$ cat src/rtl/adl_pkg.sv
// Shared types, codes, character constants and classifiers for the assembler description lexer.
`default_nettype none

package adl_pkg;

	typedef enum logic [2:0] {
		M_IDLE,
		M_CODE,
		M_IDENT,
		M_DEC,
		M_ZERO,
		M_ZEROX,
		M_HEX,
		M_COMMENT
	} lex_mode_t;

	typedef enum logic [1:0] {
		SEG_PRE,
		SEG_MID,
		SEG_POST
	} seg_t;

	localparam logic [1:0] REC_VALUE   = 2'd0;
	localparam logic [1:0] REC_DONE    = 2'd1;
	localparam logic [1:0] REC_COMMENT = 2'd2;

	localparam logic [4:0] K_END    = 5'd0;
	localparam logic [4:0] K_BAD    = 5'd1;
	localparam logic [4:0] K_CODE   = 5'd2;
	localparam logic [4:0] K_IDENT  = 5'd3;
	localparam logic [4:0] K_DEC    = 5'd4;
	localparam logic [4:0] K_HEX    = 5'd5;
	localparam logic [4:0] K_BSLASH = 5'd6;
	localparam logic [4:0] K_DOLLAR = 5'd7;
	localparam logic [4:0] K_COMMA  = 5'd8;
	localparam logic [4:0] K_PCT    = 5'd9;
	localparam logic [4:0] K_LT     = 5'd10;
	localparam logic [4:0] K_GT     = 5'd11;
	localparam logic [4:0] K_LBRACE = 5'd12;
	localparam logic [4:0] K_RBRACE = 5'd13;
	localparam logic [4:0] K_HASH   = 5'd14;
	localparam logic [4:0] K_AT     = 5'd15;
	localparam logic [4:0] K_COLON  = 5'd16;
	localparam logic [4:0] K_EOL    = 5'd17;
	localparam logic [4:0] K_LPAREN = 5'd18;
	localparam logic [4:0] K_RPAREN = 5'd19;
	localparam logic [4:0] K_LBRACK = 5'd20;
	localparam logic [4:0] K_RBRACK = 5'd21;

	localparam logic [7:0] CH_NUL    = 8'h00;
	localparam logic [7:0] CH_TAB    = 8'h09;
	localparam logic [7:0] CH_NL     = 8'h0A;
	localparam logic [7:0] CH_VT     = 8'h0B;
	localparam logic [7:0] CH_FF     = 8'h0C;
	localparam logic [7:0] CH_CR     = 8'h0D;
	localparam logic [7:0] CH_SPACE  = 8'h20;
	localparam logic [7:0] CH_HASH   = 8'h23;
	localparam logic [7:0] CH_DOLLAR = 8'h24;
	localparam logic [7:0] CH_PCT    = 8'h25;
	localparam logic [7:0] CH_LPAREN = 8'h28;
	localparam logic [7:0] CH_RPAREN = 8'h29;
	localparam logic [7:0] CH_COMMA  = 8'h2C;
	localparam logic [7:0] CH_DOT    = 8'h2E;
	localparam logic [7:0] CH_COLON  = 8'h3A;
	localparam logic [7:0] CH_LT     = 8'h3C;
	localparam logic [7:0] CH_GT     = 8'h3E;
	localparam logic [7:0] CH_AT     = 8'h40;
	localparam logic [7:0] CH_X_UP   = 8'h58;
	localparam logic [7:0] CH_LBRACK = 8'h5B;
	localparam logic [7:0] CH_BSLASH = 8'h5C;
	localparam logic [7:0] CH_RBRACK = 8'h5D;
	localparam logic [7:0] CH_USCORE = 8'h5F;
	localparam logic [7:0] CH_N_LO   = 8'h6E;
	localparam logic [7:0] CH_X_LO   = 8'h78;
	localparam logic [7:0] CH_LBRACE = 8'h7B;
	localparam logic [7:0] CH_RBRACE = 8'h7D;

	localparam int LINE_MAX_W  = 32;
	localparam int COL_MAX_W   = 16;
	localparam int CNT_W       = 5;
	localparam int QUEUE_DEPTH = 4;
	localparam int QPTR_W      = 2;

	// One queue entry describes all records that one source byte causes:
	// an optional completion, a run of characters, and another optional completion.
	typedef struct packed {
		logic                  pre_v;
		logic [4:0]            pre_kind;
		logic                  pre_bad;
		logic [LINE_MAX_W-1:0] pre_line;
		logic [COL_MAX_W-1:0]  pre_col;
		logic [1:0]            mid_type;
		logic [7:0]            mid_char;
		logic [CNT_W-1:0]      mid_cnt;
		logic                  mid_esc;
		logic                  post_v;
		logic [4:0]            post_kind;
		logic [LINE_MAX_W-1:0] post_line;
		logic [COL_MAX_W-1:0]  post_col;
	} cmd_t;

	function automatic logic is_letter(input logic [7:0] c);
		return (c >= 8'h41 && c <= 8'h5A) || (c >= 8'h61 && c <= 8'h7A) ||
			c == CH_DOT || c == CH_USCORE;
	endfunction

	function automatic logic is_digit(input logic [7:0] c);
		return c >= 8'h30 && c <= 8'h39;
	endfunction

	function automatic logic is_hex(input logic [7:0] c);
		return is_digit(c) || (c >= 8'h61 && c <= 8'h66) || (c >= 8'h41 && c <= 8'h46);
	endfunction

	function automatic logic is_blank(input logic [7:0] c);
		return c == CH_SPACE || c == CH_TAB || c == CH_FF || c == CH_VT;
	endfunction

	// Returns K_END for bytes that are not punctuation.
	function automatic logic [4:0] punct_kind(input logic [7:0] c);
		logic [4:0] k;
		unique case (c)
			CH_BSLASH: k = K_BSLASH;
			CH_DOLLAR: k = K_DOLLAR;
			CH_COMMA:  k = K_COMMA;
			CH_PCT:    k = K_PCT;
			CH_LT:     k = K_LT;
			CH_GT:     k = K_GT;
			CH_LBRACE: k = K_LBRACE;
			CH_RBRACE: k = K_RBRACE;
			CH_HASH:   k = K_HASH;
			CH_AT:     k = K_AT;
			CH_COLON:  k = K_COLON;
			CH_NL:     k = K_EOL;
			CH_LPAREN: k = K_LPAREN;
			CH_RPAREN: k = K_RPAREN;
			CH_LBRACK: k = K_LBRACK;
			CH_RBRACK: k = K_RBRACK;
			default:   k = K_END;
		endcase
		return k;
	endfunction

endpackage

`default_nettype wire

$ cat src/rtl/adl_stream_if.sv
// Valid/ready channel interfaces for source bytes and lexer records.
`default_nettype none

interface adl_char_if;
	logic       valid;
	logic       ready;
	logic [7:0] in_char;
	logic       end_of_input;

	modport source (output valid, output in_char, output end_of_input, input ready);
	modport sink (input valid, input in_char, input end_of_input, output ready);
	modport monitor (input valid, input in_char, input end_of_input, input ready);
endinterface

interface adl_rec_if #(
	parameter int LINE_BITS = 20,
	parameter int COL_BITS  = 12
);
	logic                 valid;
	logic                 ready;
	logic [1:0]           record_type;
	logic [7:0]           out_char;
	logic [4:0]           token_kind;
	logic [LINE_BITS-1:0] begin_line;
	logic [COL_BITS-1:0]  begin_col;
	logic                 bad_suffix;
	logic                 last;

	modport source (output valid, output record_type, output out_char, output token_kind,
		output begin_line, output begin_col, output bad_suffix, output last, input ready);
	modport sink (input valid, input record_type, input out_char, input token_kind,
		input begin_line, input begin_col, input bad_suffix, input last, output ready);
	modport monitor (input valid, input record_type, input out_char, input token_kind,
		input begin_line, input begin_col, input bad_suffix, input last, input ready);
endinterface

`default_nettype wire

$ cat src/rtl/adl_front.sv
// Lexer front end: accepts source bytes, tracks position and mode, and queues record commands.
`default_nettype none

module adl_front import adl_pkg::*; #(
	parameter int LINE_BITS = 20,
	parameter int COL_BITS  = 12,
	parameter int TAB_WIDTH = 8
) (
	input  logic        clk,
	input  logic        arst_n,
	adl_char_if.sink    chars,
	input  logic        full,
	output logic        push,
	output cmd_t        cmd
);

	localparam int PH_W        = $clog2(TAB_WIDTH);
	localparam int COL_MAX_MOD = ((1 << COL_BITS) - 1) % TAB_WIDTH;
	localparam logic [LINE_BITS-1:0] LINE_MAX = {LINE_BITS{1'b1}};
	localparam logic [COL_BITS-1:0]  COL_MAX  = {COL_BITS{1'b1}};
	localparam logic [PH_W-1:0]      PH_SAT   = PH_W'(COL_MAX_MOD);
	localparam logic [PH_W-1:0]      PH_ONE   = PH_W'(1 % TAB_WIDTH);
	localparam logic [PH_W-1:0]      PH_LAST  = PH_W'(TAB_WIDTH - 1);
	localparam logic [CNT_W-1:0]     TAB_CNT  = CNT_W'(TAB_WIDTH);

	lex_mode_t            mode_q, mode_d;
	logic [LINE_BITS-1:0] cur_line_q, line_d;
	logic [COL_BITS-1:0]  cur_col_q, col_d;
	logic [PH_W-1:0]      phase_q, phase_d;
	logic [LINE_BITS-1:0] tok_line_q, tok_line_d;
	logic [COL_BITS-1:0]  tok_col_q, tok_col_d;

	logic [7:0]       c;
	logic             accept, step_en, eof_en;
	logic             c_letter, c_digit, c_hex, c_blank, c_alnum, c_nl, c_tab, c_nul, c_x;
	logic [4:0]       pk;
	logic             col1;
	logic [CNT_W-1:0] tab_cnt;
	logic [COL_BITS:0] col_sum;

	logic       keep, fin, fin_bad, eof_pend, start;
	logic [4:0] fin_kind, eof_kind;
	lex_mode_t  keep_mode;

	logic       st_tok, st_mid, st_post;
	logic [4:0] st_post_kind;
	lex_mode_t  st_mode;

	assign c           = chars.in_char;
	assign chars.ready = !full;
	assign accept      = chars.valid && chars.ready;
	assign step_en     = accept && !chars.end_of_input && c != CH_CR;
	assign eof_en      = accept && chars.end_of_input;

	assign c_letter = is_letter(c);
	assign c_digit  = is_digit(c);
	assign c_hex    = is_hex(c);
	assign c_blank  = is_blank(c);
	assign c_alnum  = c_letter || c_digit;
	assign c_nl     = c == CH_NL;
	assign c_tab    = c == CH_TAB;
	assign c_nul    = c == CH_NUL;
	assign c_x      = c == CH_X_LO || c == CH_X_UP;
	assign pk       = punct_kind(c);
	assign col1     = cur_col_q == COL_BITS'(1);
	assign tab_cnt  = TAB_CNT - CNT_W'(phase_q);
	assign start    = mode_q == M_IDLE || fin;

	// What the byte does to a token in progress.
	always_comb begin
		keep      = 1'b0;
		fin       = 1'b0;
		fin_kind  = K_BAD;
		fin_bad   = 1'b0;
		keep_mode = mode_q;
		eof_pend  = 1'b0;
		eof_kind  = K_BAD;
		unique case (mode_q)
			M_CODE: begin
				eof_pend = 1'b1;
				eof_kind = K_CODE;
			end
			M_IDENT: begin
				keep     = c_alnum;
				fin      = !c_alnum;
				fin_kind = K_IDENT;
				eof_pend = 1'b1;
				eof_kind = K_IDENT;
			end
			M_DEC: begin
				keep     = c_digit;
				fin      = !c_digit;
				fin_kind = K_DEC;
				fin_bad  = c_alnum;
				eof_pend = 1'b1;
				eof_kind = K_DEC;
			end
			M_ZERO: begin
				keep      = c_x;
				keep_mode = M_ZEROX;
				fin       = !c_x;
				fin_kind  = K_DEC;
				fin_bad   = c_alnum;
				eof_pend  = 1'b1;
				eof_kind  = K_DEC;
			end
			M_ZEROX: begin
				keep      = c_hex;
				keep_mode = M_HEX;
				fin       = !c_hex;
				fin_kind  = K_BAD;
				fin_bad   = c_alnum;
				eof_pend  = 1'b1;
				eof_kind  = K_BAD;
			end
			M_HEX: begin
				keep     = c_hex;
				fin      = !c_hex;
				fin_kind = K_HEX;
				fin_bad  = c_alnum;
				eof_pend = 1'b1;
				eof_kind = K_HEX;
			end
			default: begin
			end
		endcase
	end

	// What the byte starts when it arrives between tokens.
	always_comb begin
		st_tok       = 1'b1;
		st_mid       = 1'b0;
		st_post      = 1'b0;
		st_post_kind = K_BAD;
		st_mode      = M_IDLE;
		if (c_nul || (!col1 && c_blank)) begin
			st_tok = 1'b0;
		end else if (col1 && c_blank) begin
			st_mode = M_CODE;
			st_mid  = 1'b1;
		end else if (c_letter) begin
			st_mode = M_IDENT;
			st_mid  = 1'b1;
		end else if (c_digit) begin
			st_mode = (c == 8'h30) ? M_ZERO : M_DEC;
			st_mid  = 1'b1;
		end else if (col1 && c == CH_HASH) begin
			st_mode = M_COMMENT;
		end else if (pk != K_END) begin
			st_mid       = !c_nl;
			st_post      = 1'b1;
			st_post_kind = pk;
		end else begin
			st_post = 1'b1;
		end
	end

	// Next state: mode, token start and position.
	always_comb begin
		mode_d     = mode_q;
		tok_line_d = tok_line_q;
		tok_col_d  = tok_col_q;
		line_d     = cur_line_q;
		col_d      = cur_col_q;
		phase_d    = phase_q;
		col_sum    = {1'b0, cur_col_q} + (c_tab ? (COL_BITS + 1)'(tab_cnt) : (COL_BITS + 1)'(1));
		if (eof_en) begin
			mode_d = M_IDLE;
		end else if (step_en) begin
			if ((mode_q == M_CODE || mode_q == M_COMMENT) && c_nl) begin
				mode_d = M_IDLE;
			end else if (keep) begin
				mode_d = keep_mode;
			end
			if (start) begin
				mode_d = st_mode;
				if (st_tok) begin
					tok_line_d = cur_line_q;
					tok_col_d  = cur_col_q;
				end
			end
			if (c_nl) begin
				line_d  = (cur_line_q == LINE_MAX) ? cur_line_q : cur_line_q + LINE_BITS'(1);
				col_d   = COL_BITS'(1);
				phase_d = PH_ONE;
			end else if (col_sum > {1'b0, COL_MAX}) begin
				col_d   = COL_MAX;
				phase_d = PH_SAT;
			end else begin
				col_d = col_sum[COL_BITS-1:0];
				if (c_tab) begin
					phase_d = '0;
				end else begin
					phase_d = (phase_q == PH_LAST) ? '0 : phase_q + PH_W'(1);
				end
			end
		end
	end

	// Record command for the accepted byte.
	always_comb begin
		cmd = '0;
		if (eof_en) begin
			cmd.pre_v     = eof_pend;
			cmd.pre_kind  = eof_kind;
			cmd.pre_line  = LINE_MAX_W'(tok_line_q);
			cmd.pre_col   = COL_MAX_W'(tok_col_q);
			cmd.post_v    = 1'b1;
			cmd.post_kind = K_END;
			cmd.post_line = LINE_MAX_W'(cur_line_q);
			cmd.post_col  = COL_MAX_W'(cur_col_q);
		end else if (step_en) begin
			cmd.pre_line = LINE_MAX_W'(tok_line_q);
			cmd.pre_col  = COL_MAX_W'(tok_col_q);
			cmd.mid_type = REC_VALUE;
			cmd.mid_char = c;
			if (mode_q == M_CODE) begin
				if (c_nl) begin
					cmd.pre_v    = 1'b1;
					cmd.pre_kind = K_CODE;
				end else if (c_tab) begin
					cmd.mid_char = CH_SPACE;
					cmd.mid_cnt  = tab_cnt;
				end else begin
					cmd.mid_cnt = CNT_W'(1);
				end
			end else if (mode_q == M_COMMENT) begin
				cmd.mid_type = REC_COMMENT;
				if (c_nl) begin
					cmd.mid_char = CH_BSLASH;
					cmd.mid_cnt  = CNT_W'(2);
					cmd.mid_esc  = 1'b1;
				end else begin
					cmd.mid_cnt = CNT_W'(1);
				end
			end else if (keep) begin
				cmd.mid_cnt = CNT_W'(1);
			end else begin
				cmd.pre_v    = fin;
				cmd.pre_kind = fin_kind;
				cmd.pre_bad  = fin_bad;
				if (start) begin
					if (st_mid) begin
						if (c_tab) begin
							cmd.mid_char = CH_SPACE;
							cmd.mid_cnt  = tab_cnt;
						end else begin
							cmd.mid_cnt = CNT_W'(1);
						end
					end
					cmd.post_v    = st_post;
					cmd.post_kind = st_post_kind;
					cmd.post_line = LINE_MAX_W'(cur_line_q);
					cmd.post_col  = COL_MAX_W'(cur_col_q);
				end
			end
		end
	end

	assign push = cmd.pre_v || cmd.mid_cnt != '0 || cmd.post_v;

	always_ff @(posedge clk or negedge arst_n) begin
		if (!arst_n) begin
			mode_q     <= M_IDLE;
			cur_line_q <= LINE_BITS'(1);
			cur_col_q  <= COL_BITS'(1);
			phase_q    <= PH_ONE;
			tok_line_q <= LINE_BITS'(1);
			tok_col_q  <= COL_BITS'(1);
		end else begin
			mode_q     <= mode_d;
			cur_line_q <= line_d;
			cur_col_q  <= col_d;
			phase_q    <= phase_d;
			tok_line_q <= tok_line_d;
			tok_col_q  <= tok_col_d;
		end
	end

endmodule

`default_nettype wire

$ cat src/rtl/adl_queue.sv
// Short command queue between the lexer front end and the record back end.
`default_nettype none

module adl_queue import adl_pkg::*; (
	input  logic clk,
	input  logic arst_n,
	input  logic push,
	input  cmd_t wr_cmd,
	output logic full,
	input  logic pop,
	output cmd_t head,
	output logic empty
);

	cmd_t              entry_q [QUEUE_DEPTH];
	logic [QPTR_W-1:0] wr_ptr_q, rd_ptr_q;
	logic [QPTR_W:0]   count_q;
	logic              do_push, do_pop;

	assign full    = count_q == (QPTR_W + 1)'(QUEUE_DEPTH);
	assign empty   = count_q == '0;
	assign do_push = push && !full;
	assign do_pop  = pop && !empty;
	assign head    = entry_q[rd_ptr_q];

	always_ff @(posedge clk) begin
		if (do_push) begin
			entry_q[wr_ptr_q] <= wr_cmd;
		end
	end

	always_ff @(posedge clk or negedge arst_n) begin
		if (!arst_n) begin
			wr_ptr_q <= '0;
			rd_ptr_q <= '0;
			count_q  <= '0;
		end else begin
			if (do_push) begin
				wr_ptr_q <= wr_ptr_q + QPTR_W'(1);
			end
			if (do_pop) begin
				rd_ptr_q <= rd_ptr_q + QPTR_W'(1);
			end
			if (do_push && !do_pop) begin
				count_q <= count_q + (QPTR_W + 1)'(1);
			end else if (do_pop && !do_push) begin
				count_q <= count_q - (QPTR_W + 1)'(1);
			end
		end
	end

endmodule

`default_nettype wire

$ cat src/rtl/adl_back.sv
// Lexer back end: turns queued commands into registered records, one per cycle unless stalled.
`default_nettype none

module adl_back import adl_pkg::*; #(
	parameter int LINE_BITS = 20,
	parameter int COL_BITS  = 12
) (
	input  logic      clk,
	input  logic      arst_n,
	input  cmd_t      head,
	input  logic      empty,
	output logic      pop,
	adl_rec_if.source recs
);

	logic                 pre_done_q;
	logic [CNT_W-1:0]     rep_q;
	seg_t                 seg;
	logic                 rec_last, adv;

	logic                 out_valid_q;
	logic [1:0]           type_q;
	logic [7:0]           char_q;
	logic [4:0]           kind_q;
	logic [LINE_BITS-1:0] line_q;
	logic [COL_BITS-1:0]  col_q;
	logic                 bad_q;
	logic                 last_q;

	always_comb begin
		if (!pre_done_q && head.pre_v) begin
			seg = SEG_PRE;
		end else if (rep_q < head.mid_cnt) begin
			seg = SEG_MID;
		end else begin
			seg = SEG_POST;
		end
	end

	always_comb begin
		unique case (seg)
			SEG_PRE:  rec_last = head.mid_cnt == '0 && !head.post_v;
			SEG_MID:  rec_last = (rep_q + CNT_W'(1)) == head.mid_cnt && !head.post_v;
			default:  rec_last = 1'b1;
		endcase
	end

	assign adv = !empty && (!out_valid_q || recs.ready);
	assign pop = adv && rec_last;

	always_ff @(posedge clk or negedge arst_n) begin
		if (!arst_n) begin
			pre_done_q  <= 1'b0;
			rep_q       <= '0;
			out_valid_q <= 1'b0;
		end else begin
			if (adv) begin
				out_valid_q <= 1'b1;
				if (rec_last) begin
					pre_done_q <= 1'b0;
					rep_q      <= '0;
				end else begin
					pre_done_q <= 1'b1;
					if (seg == SEG_MID) begin
						rep_q <= rep_q + CNT_W'(1);
					end
				end
			end else if (recs.ready) begin
				out_valid_q <= 1'b0;
			end
		end
	end

	always_ff @(posedge clk) begin
		if (adv) begin
			last_q <= rec_last;
			unique case (seg)
				SEG_PRE: begin
					type_q <= REC_DONE;
					char_q <= CH_NUL;
					kind_q <= head.pre_kind;
					line_q <= LINE_BITS'(head.pre_line);
					col_q  <= COL_BITS'(head.pre_col);
					bad_q  <= head.pre_bad;
				end
				SEG_MID: begin
					type_q <= head.mid_type;
					char_q <= (head.mid_esc && rep_q != '0) ? CH_N_LO : head.mid_char;
					kind_q <= K_END;
					line_q <= '0;
					col_q  <= '0;
					bad_q  <= 1'b0;
				end
				default: begin
					type_q <= REC_DONE;
					char_q <= CH_NUL;
					kind_q <= head.post_kind;
					line_q <= LINE_BITS'(head.post_line);
					col_q  <= COL_BITS'(head.post_col);
					bad_q  <= 1'b0;
				end
			endcase
		end
	end

	assign recs.valid       = out_valid_q;
	assign recs.record_type = type_q;
	assign recs.out_char    = char_q;
	assign recs.token_kind  = kind_q;
	assign recs.begin_line  = line_q;
	assign recs.begin_col   = col_q;
	assign recs.bad_suffix  = bad_q;
	assign recs.last        = last_q;

endmodule

`default_nettype wire

$ cat src/rtl/assembler_description_lexer_core.sv
// Top level of the assembler description lexer: front end, command queue and record back end.
//
// The lexer takes one source byte per transaction and can accept a byte in every cycle. Each
// byte is classified in the cycle it is accepted and becomes at most one queued command; the
// back end turns a command into its records at one record per cycle while the record side is
// ready, so a byte that causes several records (a tab in a code line gives up to TAB_WIDTH
// spaces, a comment newline gives two characters, a token that ends as another begins gives a
// completion plus the new token's records) holds the record side until all of them are out.
// The four-entry command queue absorbs such bursts; the byte side stalls only when it is full.
// Bytes that cause no record (carriage returns, blanks between tokens, the hash that opens a
// comment) queue nothing. The first record of a byte is written into the command queue and
// then into the back end's output register, from which it is shown on the record side.
`default_nettype none

module assembler_description_lexer_core import adl_pkg::*; #(
	parameter int LINE_BITS = 20,
	parameter int COL_BITS  = 12,
	parameter int TAB_WIDTH = 8
) (
	input  logic      clk,
	input  logic      arst_n,
	adl_char_if.sink  char_stream,
	adl_rec_if.source rec_stream
);

	logic push, full, pop, empty;
	cmd_t wr_cmd, head;

	adl_front #(
		.LINE_BITS (LINE_BITS),
		.COL_BITS  (COL_BITS),
		.TAB_WIDTH (TAB_WIDTH)
	) u_front (
		.clk    (clk),
		.arst_n (arst_n),
		.chars  (char_stream),
		.full   (full),
		.push   (push),
		.cmd    (wr_cmd)
	);

	adl_queue u_queue (
		.clk    (clk),
		.arst_n (arst_n),
		.push   (push),
		.wr_cmd (wr_cmd),
		.full   (full),
		.pop    (pop),
		.head   (head),
		.empty  (empty)
	);

	adl_back #(
		.LINE_BITS (LINE_BITS),
		.COL_BITS  (COL_BITS)
	) u_back (
		.clk    (clk),
		.arst_n (arst_n),
		.head   (head),
		.empty  (empty),
		.pop    (pop),
		.recs   (rec_stream)
	);

endmodule

`default_nettype wire

$ cat src/flat_wrapper.sv
// flat-port wrapper written by rule: the top's interface ports become plain ports
module assembler_description_lexer_core_flat import adl_pkg::*;
#(
	parameter int LINE_BITS = 20,
	parameter int COL_BITS  = 12,
	parameter int TAB_WIDTH = 8
)
  (clk, arst_n, char_stream_valid, char_stream_in_char, char_stream_end_of_input, char_stream_ready, rec_stream_valid, rec_stream_record_type, rec_stream_out_char, rec_stream_token_kind, rec_stream_begin_line, rec_stream_begin_col, rec_stream_bad_suffix, rec_stream_last, rec_stream_ready);
  adl_char_if char_stream_i ();
  adl_rec_if #(.LINE_BITS(LINE_BITS), .COL_BITS(COL_BITS)) rec_stream_i ();
  input  logic clk;
  input  logic arst_n;
  input wire logic [$bits(char_stream_i.valid)-1:0] char_stream_valid;
  input wire logic [$bits(char_stream_i.in_char)-1:0] char_stream_in_char;
  input wire logic [$bits(char_stream_i.end_of_input)-1:0] char_stream_end_of_input;
  output wire logic [$bits(char_stream_i.ready)-1:0] char_stream_ready;
  output wire logic [$bits(rec_stream_i.valid)-1:0] rec_stream_valid;
  output wire logic [$bits(rec_stream_i.record_type)-1:0] rec_stream_record_type;
  output wire logic [$bits(rec_stream_i.out_char)-1:0] rec_stream_out_char;
  output wire logic [$bits(rec_stream_i.token_kind)-1:0] rec_stream_token_kind;
  output wire logic [$bits(rec_stream_i.begin_line)-1:0] rec_stream_begin_line;
  output wire logic [$bits(rec_stream_i.begin_col)-1:0] rec_stream_begin_col;
  output wire logic [$bits(rec_stream_i.bad_suffix)-1:0] rec_stream_bad_suffix;
  output wire logic [$bits(rec_stream_i.last)-1:0] rec_stream_last;
  input wire logic [$bits(rec_stream_i.ready)-1:0] rec_stream_ready;
  assign char_stream_i.valid = char_stream_valid;
  assign char_stream_i.in_char = char_stream_in_char;
  assign char_stream_i.end_of_input = char_stream_end_of_input;
  assign char_stream_ready = char_stream_i.ready;
  assign rec_stream_valid = rec_stream_i.valid;
  assign rec_stream_record_type = rec_stream_i.record_type;
  assign rec_stream_out_char = rec_stream_i.out_char;
  assign rec_stream_token_kind = rec_stream_i.token_kind;
  assign rec_stream_begin_line = rec_stream_i.begin_line;
  assign rec_stream_begin_col = rec_stream_i.begin_col;
  assign rec_stream_bad_suffix = rec_stream_i.bad_suffix;
  assign rec_stream_last = rec_stream_i.last;
  assign rec_stream_i.ready = rec_stream_ready;
  assembler_description_lexer_core #(.LINE_BITS(LINE_BITS), .COL_BITS(COL_BITS), .TAB_WIDTH(TAB_WIDTH)) u_core (.clk(clk), .arst_n(arst_n), .char_stream(char_stream_i), .rec_stream(rec_stream_i));
endmodule
$ cat config.mk
export PLATFORM = sky130hd
export DESIGN_NAME = assembler_description_lexer_core_flat
export DESIGN_NICKNAME = d
export VERILOG_FILES = /design/src/rtl/adl_pkg.sv /design/src/rtl/adl_stream_if.sv /design/src/rtl/adl_front.sv /design/src/rtl/adl_queue.sv /design/src/rtl/adl_back.sv /design/src/rtl/assembler_description_lexer_core.sv /design/src/flat_wrapper.sv
export SDC_FILE = /design/constraint.sdc
export NUM_CORES = 1
export LEC_CHECK = 0
export BUFFER_PORTS_ARGS = -buffer_cell sky130_fd_sc_hd__buf_4
export CAP_MARGIN = 20
export CORE_ASPECT_RATIO = 0.9
export CORE_UTILIZATION = 65
export DETAILED_ROUTE_END_ITERATION = 12
export PLACE_DENSITY_LB_ADDON = 0.2
export SLEW_MARGIN = 20
export SYNTH_ARGS = -nofsm -noshare
export SYNTH_HDL_FRONTEND = slang
export SYNTH_SLANG_ARGS = --single-unit
$ cat constraint.sdc
create_clock -name clk -period 7.75 [get_ports clk]
set_input_delay 1.55 -clock clk [delete_from_list [all_inputs] [get_ports clk]]
set_output_delay 1.55 -clock clk [all_outputs]
set_load 0.01 [all_outputs]
==> impl_metrics.yaml, run 1 <==
status:
  status: "finished, final reports clean"
drt:
  via_per_inst: 6.46
  routed_wl_um: 45100
  routedWlPerCell_um: 24.8
  num_vias: 11700
  initialDrtViolationCount: 1201
  antenna_left: 0
  drc_errors: 0
  firstDrtPassIters: 7
floorplanning:
  start_util_pct: 66.6
  die_y_um: 172
  rows: 61
  dieArea_um2: 32600
  die_x_um: 190
  coreArea_um2: 31100
  io_pins: 64
logic_synthesis:
  syn-num-nets: 1346
  ys_warn_count: 0
  synth_flop_cell: "edfxtp_1"
  synthTopCellsByArea: "edfxtp_1 59%, dfrtp_1 9.5%, mux4_2 9.4%, and2_1 2.2%, nand2_1 2.2%"
  netlist_area_um2: 20800
  synthCells: 1312
  seq_area_frac_synth_pct: 68.8
  async_reset_ff_share_pct: 17.2
  synth_largest_area_cell: "edfxtp_1"
  ys_seq_elements: 489
  post_synth_num_cell_types: 81
  syn_avg_cell_area_um2: 15.8
  synth_top_area_share_pct: 58.6
  synth_edf_count: 405
timing:
  rsz0062_at_grt: "false"
  setup_viol: 0
  fin_setup_tns_ns: 0
  period_share_pct: 65.0
  relSlewSlack_pct: 31.7
  tightest_slew_ns: 1.02
  max_freq_mhz: 199
  min_period_ns: 5.04
  fin_worst_skew_ns: 0.0170
  hold_violations: 0
  finalMaxSlewViolations: 0
layout:
  n_antenna_cell: 0
  ff_latch_area_um2: 14300
  drive_above_1_share_pct: 21.3
  area_delta_synth_final_pct: 11.3
  multi_input_area_um2: 6160
  final_util_pct: 74.2
  fillers: 1846
  nNetsFinal: 1402
setup_path:
  critPathCaptureType: "flop"
  critPathMaxStageDelay_ns: 0.65
  cp_common_cell: "buf_4"
  critPathMaxFanout: 41
  r2r_start: "u_core.u_queue.rd_ptr_q[0]"
  required_ns: 7.93
  critPathCapture: "u_core.u_queue.entry_q[1][54]"
  cp.buffers_inverters: 2
  crit_slowest_cell: "and2_4"
  crit_family: "simple AND/OR/NAND/NOR gates"
  r2r_cells: 11
  setup.worst_path.class: "in -> reg"
  r2r-end: "u_core.u_queue.count_q[1]"
  reg2reg_slack_ns: 2.77
  cp-startpoint: "char_stream_in_char[4]"
  crit_arrival_ns: 5.22
  cp-start-kind: "input port"
  worst-path-stages: 10
  path_cells: "buf_4 > or4b_1 > or4_1 > and3_1 > and3_4 > o21ai_2 > a31oi_1 > o211ai_2 > and2_4 > buf_4"
global_route:
  grt_antenna_before_repair: 1
  grt_pass1_wl_um: 68700
  grt_pass1_vias: 11700
  grt_overflow: 0
  grt_max_degree: 61
  grtUsageTotal_pct: 28.7
clocking:
  cts.sinks: 489
  cts_inserted_buffers: 46
  clk_transition_reported_paths_ns: 0.06
  clk_latency_ns: 0.56
  post-cts-setup-buffer-count: 0
  cts_resized: 0
  clockBufferDepth: 3
  ctsHoldBuffers: 0
  h-tree-depth: 2
  clock-root-buffer: "clkbuf_16"
  cts_tree: "built"
pwr:
  ir_worst_vdd_mv: 0.333
  total_leakage_power_nw: 8.41
  p_per_area_nw_per_um2: 388
job:
  drv_cap: 0
place:
  dp_hpwl_um: 26900
  place.gp.congestion: 0.923
  port_buffers: 63
min_path:
  min_from: "u_core.u_front.tok_line_q[5]"
  hold_class: "reg -> reg"
-- layout by cell type, fill, tap and decap left out, types with 15 or more instances in the layout --
master     synthesis  layout
o21ai_0           60      60
and2_1            73      69
clkbuf_1          50      18
a31oi_1           15      15
mux2_2            22      22
ha_1              19      19
nand3_1           24      24
nand2_1          119     118
xnor2_1           21      21
dfrtp_1           79      77
edfxtp_1         405     405
nor2_1            53      53
buf_4              5      82
mux4_2            87      87
a21oi_1           30      29
and3_1            15      15
inv_1             18      18
clkbuf_16          0      46
-- area by class of cell --
cell class	count	area share (%)
clock buffers	70	5.63
multi-input cells	731	26.7
well taps	409	2.22
clock inverters	15	0.683
inverters	18	0.293
repair buffers	82	2.67
flip-flops and latches	489	61.8
-- cell usage after synthesis, drive strengths merged, types with 3 or more instances --
| master | n |
|---|---|
| o211ai | 4 |
| o21a | 5 |
| nand2 | 120 |
| or4b | 3 |
| o21ai | 61 |
| ha | 19 |
| nand2b | 9 |
| mux2 | 36 |
| xor2 | 12 |
| nor2b | 11 |
| nand3 | 24 |
| clkbuf | 50 |
| buf | 24 |
| or2 | 8 |
| nor4b | 5 |
| o22a | 3 |
| nor3b | 7 |
| inv | 18 |
| nor2 | 53 |
| nand4 | 9 |
| nand4b | 3 |
| and3 | 17 |
| nor3 | 17 |
| o21bai | 3 |
| xnor2 | 21 |
| a211o | 3 |
| nor4 | 8 |
| a211oi | 5 |
| mux4 | 87 |
| a21o | 5 |
| mux2i | 6 |
| dfstp | 5 |
| dfrtp | 79 |
| a21oi | 30 |
| a31oi | 15 |
| or3 | 4 |
| and2 | 75 |
| and4 | 3 |
| edfxtp | 405 |
| or4 | 4 |
-- cells by family after synthesis --
| group | Yosys count | share of synthesized area, % |
|---|---|---|
| AOI/OAI and AO/OA | 160 | 4.94 |
| xor gates and xnor gates | 33 | 1.39 |
| adders and majority gates | 21 | 1.34 |
| buffers and inverters | 92 | 1.83 |
| DFF | 489 | 68.8 |
| muxes | 129 | 11.7 |
| and+or+nand+nor | 388 | 10.0 |
-- worst min-delay path by stage --
stage                                         endpoint  cells past startpoint  slack [ns]
after floorplan           u_core.u_front.tok_col_q[10]                      1        0.45
after global placement     u_core.u_front.tok_col_q[8]                      1        0.46
after detailed placement   u_core.u_front.tok_col_q[7]                      1        0.47
after CTS                  u_core.u_front.tok_col_q[3]                      1        0.49
after global routing      u_core.u_front.tok_line_q[5]                      1        0.50
final                     u_core.u_front.tok_line_q[5]                      1        0.48
-- flip-flops by register name (all words and copies together) (netlist names) --
register and cells:
u_core.u_queue.entry_q 356, u_core.u_back.recs.begin_line 20, u_core.u_front.cur_line_q 20, u_core.u_front.tok_line_q 20, u_core.u_back.recs.begin_col 12, u_core.u_front.cur_col_q 12
u_core.u_front.tok_col_q 12, u_core.u_back.recs.out_char 8, u_core.u_back.recs.token_kind 5, u_core.u_back.rep_q 5, u_core.u_front.mode_q 3, u_core.u_front.phase_q 3
u_core.u_queue.count_q 3, u_core.u_back.recs.record_type 2, u_core.u_queue.rd_ptr_q 2, u_core.u_queue.wr_ptr_q 2, u_core.u_back.pre_done_q 1, u_core.u_back.recs.bad_suffix 1
u_core.u_back.recs.last 1, u_core.u_back.recs.valid 1
-- power breakdown --
part           switching, mW  internal, mW
clock                  0.926          1.23
combinational           1.58          1.14
sequential             0.374          3.72
total                   2.88          6.09
-- metal layers --
metal / vias up / routed length (um) / GRT usage [%]
met1: 5992 / 19200 / 41.6
met4: 2 / 1030 / 7.93
met3: 85 / 2990 / 4.26
met2: 474 / 21900 / 46.1
met5: - / 13 / 0
li1: 5166 / - / -
-- worst reg2reg max path: cells and delay by family, from the launching register on --
family | cells | cell delay, ns
AO/OA/AOI/OAI | 1 | 0.14
adder cells (fa/ha/maj) | 2 | 0.65
buffers and inverters | 3 | 1.31
flip-flops | 1 | 0.98
multiplexers | 2 | 0.89
AND/OR/NAND/NOR | 3 | 0.91
-- metrics by stage --
step	cell area (um2)	setup slack, ns	instances	power, mW	hold WS [ns]
finish	23100	2.71	1814	8.97	0.485
global route	23100	2.40	1814	9.39	0.498
CTS	23100	2.65	1814	9.04	0.488
detailed placement	21600	2.18	1729	6.87	0.474
global placement	21600	2.25	1729	6.75	0.458
floorplan	20800	1.45	1312	5.84	0.449
Power figures use the tool's default switching activity.
==> inputs of run 2 (changes only) <==
- ABC_AREA: default -> 1
- CORE_UTILIZATION: 65 -> 62
- clock period: 7.75 -> 4.7 ns (I/O delays scaled with it)
==> impl_metrics.yaml, run 2 <==
place:
  placedCellCount: 2353
  place_area_um2: 22100
  dp_hpwl_um: 28400
  place_ws_ns: 0.574
  place.gp.congestion: 0.890
  port_buffers: 63
timing:
  setup_viol: 0
  relSlewSlack_pct: 32.5
  rsz0062_at_grt: "false"
  hold_violations: 0
  fin_worst_skew_ns: 0.0218
  max_freq_mhz: 239
  finalMaxSlewViolations: 0
  tightest_slew_ns: 1.01
  min_period_ns: 4.18
  period_share_pct: 88.9
  holdWs_ns: 0.442
  worst_slack_ns: 0.520
  fin_setup_tns_ns: 0
global_route:
  grt_pass1_vias: 14000
  grt_max_degree: 117
  grt_overflow: 0
  grt_antenna_before_repair: 0
  grt_pass1_wl_um: 75500
  grtUsageTotal_pct: 28.4
layout:
  drive_above_1_share_pct: 11.8
  final_area_um2: 23500
  area_delta_synth_final_pct: 11.9
  largest_register_ffs: 356
  final_util_pct: 70.9
  multi_input_area_um2: 5900
  layout_common_cells: "405 x edfxtp_1, 330 x nor2_1, 243 x nand2_1"
  n_antenna_cell: 0
  final_common_cell: "edfxtp_1"
  nNetsFinal: 1980
  stdcell_count: 2437
  fillers: 2305
  ff_latch_area_um2: 14300
  regMostFlops: "u_core.u_queue.entry_q"
job:
  drv_cap: 0
logic_synthesis:
  netlist_area_um2: 21000
  syn_avg_cell_area_um2: 11.1
  synth_top_area_share_pct: 57.8
  post_synth_num_cell_types: 57
  ys_warn_count: 0
  async_reset_ff_share_pct: 17.2
  synth_most_common_cell: "edfxtp_1"
  synthTopCellsByArea: "edfxtp_1 58%, dfrtp_1 9.4%, nor2_1 5.9%, o21ai_0 4.8%, nand2_1 4.3%"
  seq_area_frac_synth_pct: 67.9
  synth_edf_count: 405
  synthTopCellsByCount: "405 x edfxtp_1, 331 x nor2_1, 243 x nand2_1"
  ys_seq_elements: 489
  synth_largest_area_cell: "edfxtp_1"
  syn-num-nets: 1925
  synthCells: 1891
  synth_flop_cell: "edfxtp_1"
drt:
  initialDrtViolationCount: 1296
  via_per_inst: 5.90
  routed_wl_um: 48300
  antenna_left: 0
  routedWlPerCell_um: 19.8
  firstDrtPassIters: 5
  drc_errors: 0
  num_vias: 14400
clocking:
  clock-root-buffer: "clkbuf_16"
  cts.sinks: 489
  h-tree-depth: 2
  clk_transition_reported_paths_ns: 0.06
  ctsHoldBuffers: 0
  cts_inserted_buffers: 46
  cts_tree: "built"
  post-cts-setup-buffer-count: 0
  clockBufferDepth: 3
  clk_latency_ns: 0.56
  cts_resized: 0
setup_path:
  cp-start-kind: "flop"
  crit_arrival_ns: 4.61
  reg2reg_slack_ns: 0.52
  r2r_start: "u_core.u_queue.rd_ptr_q[0]"
  required_ns: 5.13
  r2r-end: "u_core.u_queue.count_q[2]"
  setup.worst_path.class: "reg -> reg"
  critPathMaxFanout: 41
  r2r_cells: 20
  critPathCaptureType: "flop"
floorplanning:
  io_pins: 64
  die_y_um: 177
  dieArea_um2: 34700
  coreArea_um2: 33200
  start_util_pct: 63.4
  die_x_um: 196
  rows: 63
status:
  status: "finished, final reports clean"
min_path:
  hold_class: "in -> async"
pwr:
  p_total_mw: 15.5
  total_leakage_power_nw: 9.05
  p_per_area_nw_per_um2: 660
  ir_worst_vdd_mv: 0.402
-- run 2: cell types whose count changed after synthesis, moves of 78 or more --
cell,change
o21ai_0,+142
nand2_1,+124
nor2_1,+278
inv_1,+108
o22ai_1,+78
mux4_2,-87
-- run 2: worst max-delay path by stage --
stage,slack [ns],cells after the start,from,to
2_1_floorplan,-0.63,13,char_stream_in_char[0],u_core.u_queue.entry_q[0][0]
3_3_place_gp,0.69,21,char_stream_in_char[7],u_core.u_queue.count_q[1]
3_5_place_dp,0.57,20,u_core.u_queue.rd_ptr_q[0],u_core.u_queue.count_q[2]
4_1_cts,0.58,20,u_core.u_queue.rd_ptr_q[0],u_core.u_queue.count_q[2]
6_report,0.52,20,u_core.u_queue.rd_ptr_q[0],u_core.u_queue.count_q[2]
5_1_grt,0.20,20,u_core.u_queue.rd_ptr_q[0],u_core.u_queue.count_q[2]
-- run 2: report_power, final --
part | total, mW | internal [mW] | switching (mW)
Combinational | 5.30 | 1.61 | 3.70
Clock | 3.62 | 2.11 | 1.51
Sequential | 6.61 | 6.19 | 0.422
-- run 2: logic make-up (layout without fill, tap and decap cells) --
family                     Yosys count  count (layout)  share of synthesized area [%]
xor gates and xnor gates            29              29                           1.21
buffers and inverters              234             325                           4.39
and+or+nand+nor                    726             726                           14.8
DFF                                489             489                           67.9
adders and majority gates           21              21                           1.32
AOI/OAI and AO/OA                  392             392                           10.4
-- run 2: final cells by class --
class	instances	share of cell area [%]
well taps	455	2.42
clock inverters	9	0.505
clock buffers	75	5.70
repair buffers	94	3.28
multi-input cells	1168	25.1
flip-flops and latches	489	60.7
inverters	147	2.36
-- run 2: layer usage --
layer | global-route usage [%] | vias up | share of wire [%]
li1 | - | 6685 | -
met1 | 41.1 | 6964 | 43
met2 | 43.3 | 649 | 46
met3 | 5.34 | 89 | 8.4
met4 | 10.3 | 0 | 2.6
met5 | 0 | - | 0
-- run 2: worst max-delay path, stage by stage (launching register included) --
cell and delay, ns:
dfrtp_4 0.62, inv_4 0.35, nand2_1 0.10, nand3_1 0.09
nand2_1 0.10, ha_1 0.28, inv_1 0.05, nor2_1 0.03
o21a_1 0.15, o21ai_0 0.35, nand3_4 0.20, nand3b_1 0.14
a21o_2 0.20, nand2_2 0.10, nand2_1 0.19, ha_1 0.19
inv_1 0.07, fa_1 0.39, a21oi_1 0.16, o21ai_0 0.12
xor2_1 0.16
==> inputs of run 3 (changes only) <==
- CORE_UTILIZATION: 62 -> 54
- PLACE_DENSITY: default -> 0.7
- PLACE_DENSITY_LB_ADDON: 0.2 -> default
- SYNTH_HIERARCHICAL: default -> 1
==> impl_metrics.yaml, run 3 <==
status:
  status: "finished, final reports clean"
setup_path:
  cp.buffers_inverters: 4
  crit_arrival_ns: 4.56
  cp-start-kind: "flop"
  critPathMaxStageDelay_ns: 0.45
  required_ns: 5.17
  r2r_cells: 19
  critPathCaptureType: "flop"
  crit_slowest_cell: "dfrtp_1"
  crit_family: "simple AND/OR/NAND/NOR gates"
  r2r_start: "u_core/u_queue/rd_ptr_q[0]"
  critPathMaxFanout: 123
  reg2reg_slack_ns: 0.61
  path_cells: "inv_8 > nand2_1 > o211ai_1 > nand2_1 > inv_1 > ha_1 > nand2_1 > inv_1 > nand2_1 > nand4_4 > a21oi_2 > nand2_4 > a21oi_2 > nand2_1 > ha_1 > inv_1 > fa_1 > nand2_1 > o21ai_0"
  setup.worst_path.class: "reg -> reg"
  r2r-end: "u_core/u_queue/count_q[1]"
  cp_common_cell: "nand2_1"
layout:
  stdcell_count: 2857
  final_util_pct: 60.1
  final_common_cell: "nand2_1"
  fillers: 3522
  area_delta_synth_final_pct: 9.73
  regMostFlops: "u_core/u_queue/entry_q"
  n_antenna_cell: 0
  drive_above_1_share_pct: 11.8
  nNetsFinal: 2296
  largest_register_ffs: 372
  layout_common_cells: "571 x nand2_1, 421 x edfxtp_1, 341 x inv_1"
global_route:
  grt_max_degree: 124
  grt_antenna_before_repair: 0
  grtUsageTotal_pct: 24.1
  grt_pass1_wl_um: 83900
  grt_overflow: 0
  grt_pass1_vias: 15300
floorplanning:
  die_y_um: 200
  dieArea_um2: 44600
  start_util_pct: 54.8
  io_pins: 64
  die_x_um: 222
  coreArea_um2: 43100
  rows: 72
timing:
  rsz0062_at_grt: "false"
  hold_violations: 0
  period_share_pct: 87.0
  fin_setup_tns_ns: 0
  setup_viol: 0
  relSlewSlack_pct: 30.3
  fin_worst_skew_ns: 0.0211
  tightest_slew_ns: 1.05
  finalMaxSlewViolations: 0
  max_freq_mhz: 244
  worst_slack_ns: 0.609
  min_period_ns: 4.09
pwr:
  p_sw_mw: 6.43
  switching_share_pct: 37.2
  p_int_mw: 10.8
  comb_power_share_pct: 35.5
  ir_worst_vdd_mv: 0.433
  total_leakage_power_nw: 11.0
  p_per_area_nw_per_um2: 667
  p_total_mw: 17.3
  power_frac_clock_pct: 23.9
  seq_power_share_pct: 40.6
place:
  placedCellCount: 2763
  place.gp.congestion: 0.902
  port_buffers: 63
  dp_hpwl_um: 31900
  place_ws_ns: 0.482
clocking:
  cts_inserted_buffers: 51
  post-cts-setup-buffer-count: 0
  clk_latency_ns: 0.60
  cts.sinks: 505
  cts_tree: "built"
  cts_resized: 0
  clockBufferDepth: 3
  ctsHoldBuffers: 0
  clock-root-buffer: "clkbuf_16"
  clk_transition_reported_paths_ns: 0.06
  h-tree-depth: 2
drt:
  firstDrtPassIters: 7
  routedWlPerCell_um: 18.3
  routed_wl_um: 52400
  num_vias: 15600
  initialDrtViolationCount: 1311
  drc_errors: 0
  via_per_inst: 5.47
  antenna_left: 0
logic_synthesis:
  ys_warn_count: 6
  syn_avg_cell_area_um2: 10.6
  netlist_area_um2: 23600
  synthCells: 2228
min_path:
  hold_class: "in -> async"
job:
  drv_cap: 0
-- run 3: worst max path at each step --
stage	from	slack (ns)	end	depth (start not counted)
after floorplan	char_stream_in_char[3]	-0.64	u_core/u_queue/entry_q[0][0]	18
after global placement	char_stream_in_char[1]	0.51	u_core/u_queue/entry_q[3][90]	19
after detailed placement	char_stream_in_char[1]	0.48	u_core/u_queue/count_q[2]	25
after CTS	u_core/u_queue/rd_ptr_q[0]	0.62	u_core/u_queue/count_q[1]	19
after global routing	u_core/u_queue/rd_ptr_q[0]	0.30	u_core/u_queue/count_q[1]	19
final	u_core/u_queue/rd_ptr_q[0]	0.61	u_core/u_queue/count_q[1]	19
-- run 3: cell type report --
cell class / count / area (um2) / share of cell area [%]
multi-input combinational: 1251 / 6540 / 25.2
inverter: 357 / 1360 / 5.24
tap: 555 / 694 / 2.68
clock buffer: 67 / 1360 / 5.24
timing repair buffer: 95 / 863 / 3.33
clock inverter: 27 / 340 / 1.31
sequential: 505 / 14800 / 57.0
-- run 3: power groups by stage --
stage               registers (mW)  clock network, mW  logic [mW]
detailed placement            7.10                  0        6.12
global placement              7.06                  0        5.98
floorplan                     7.15                  0        4.43
CTS                           7.02               4.19        6.15
global route                  7.13               4.37        6.80
finish                        7.01               4.13        6.12
-- run 3: per-layer routing --
layer | wire length, um | up-vias | GRT usage (%)
li1 | - | 7526 | -
met1 | 23700 | 7591 | 33.6
met2 | 24700 | 443 | 39.7
met3 | 2850 | 77 | 3.10
met4 | 1110 | 0 | 7.49
met5 | 0 | - | 0
-- run 3: stage by stage --
step | hold WS, ns | instance area, um2
floorplan | 0.447 | 23600
global placement | 0.462 | 24200
detailed placement | 0.468 | 24200
CTS | 0.484 | 25900
global route | 0.505 | 25900
finish | 0.480 | 25900
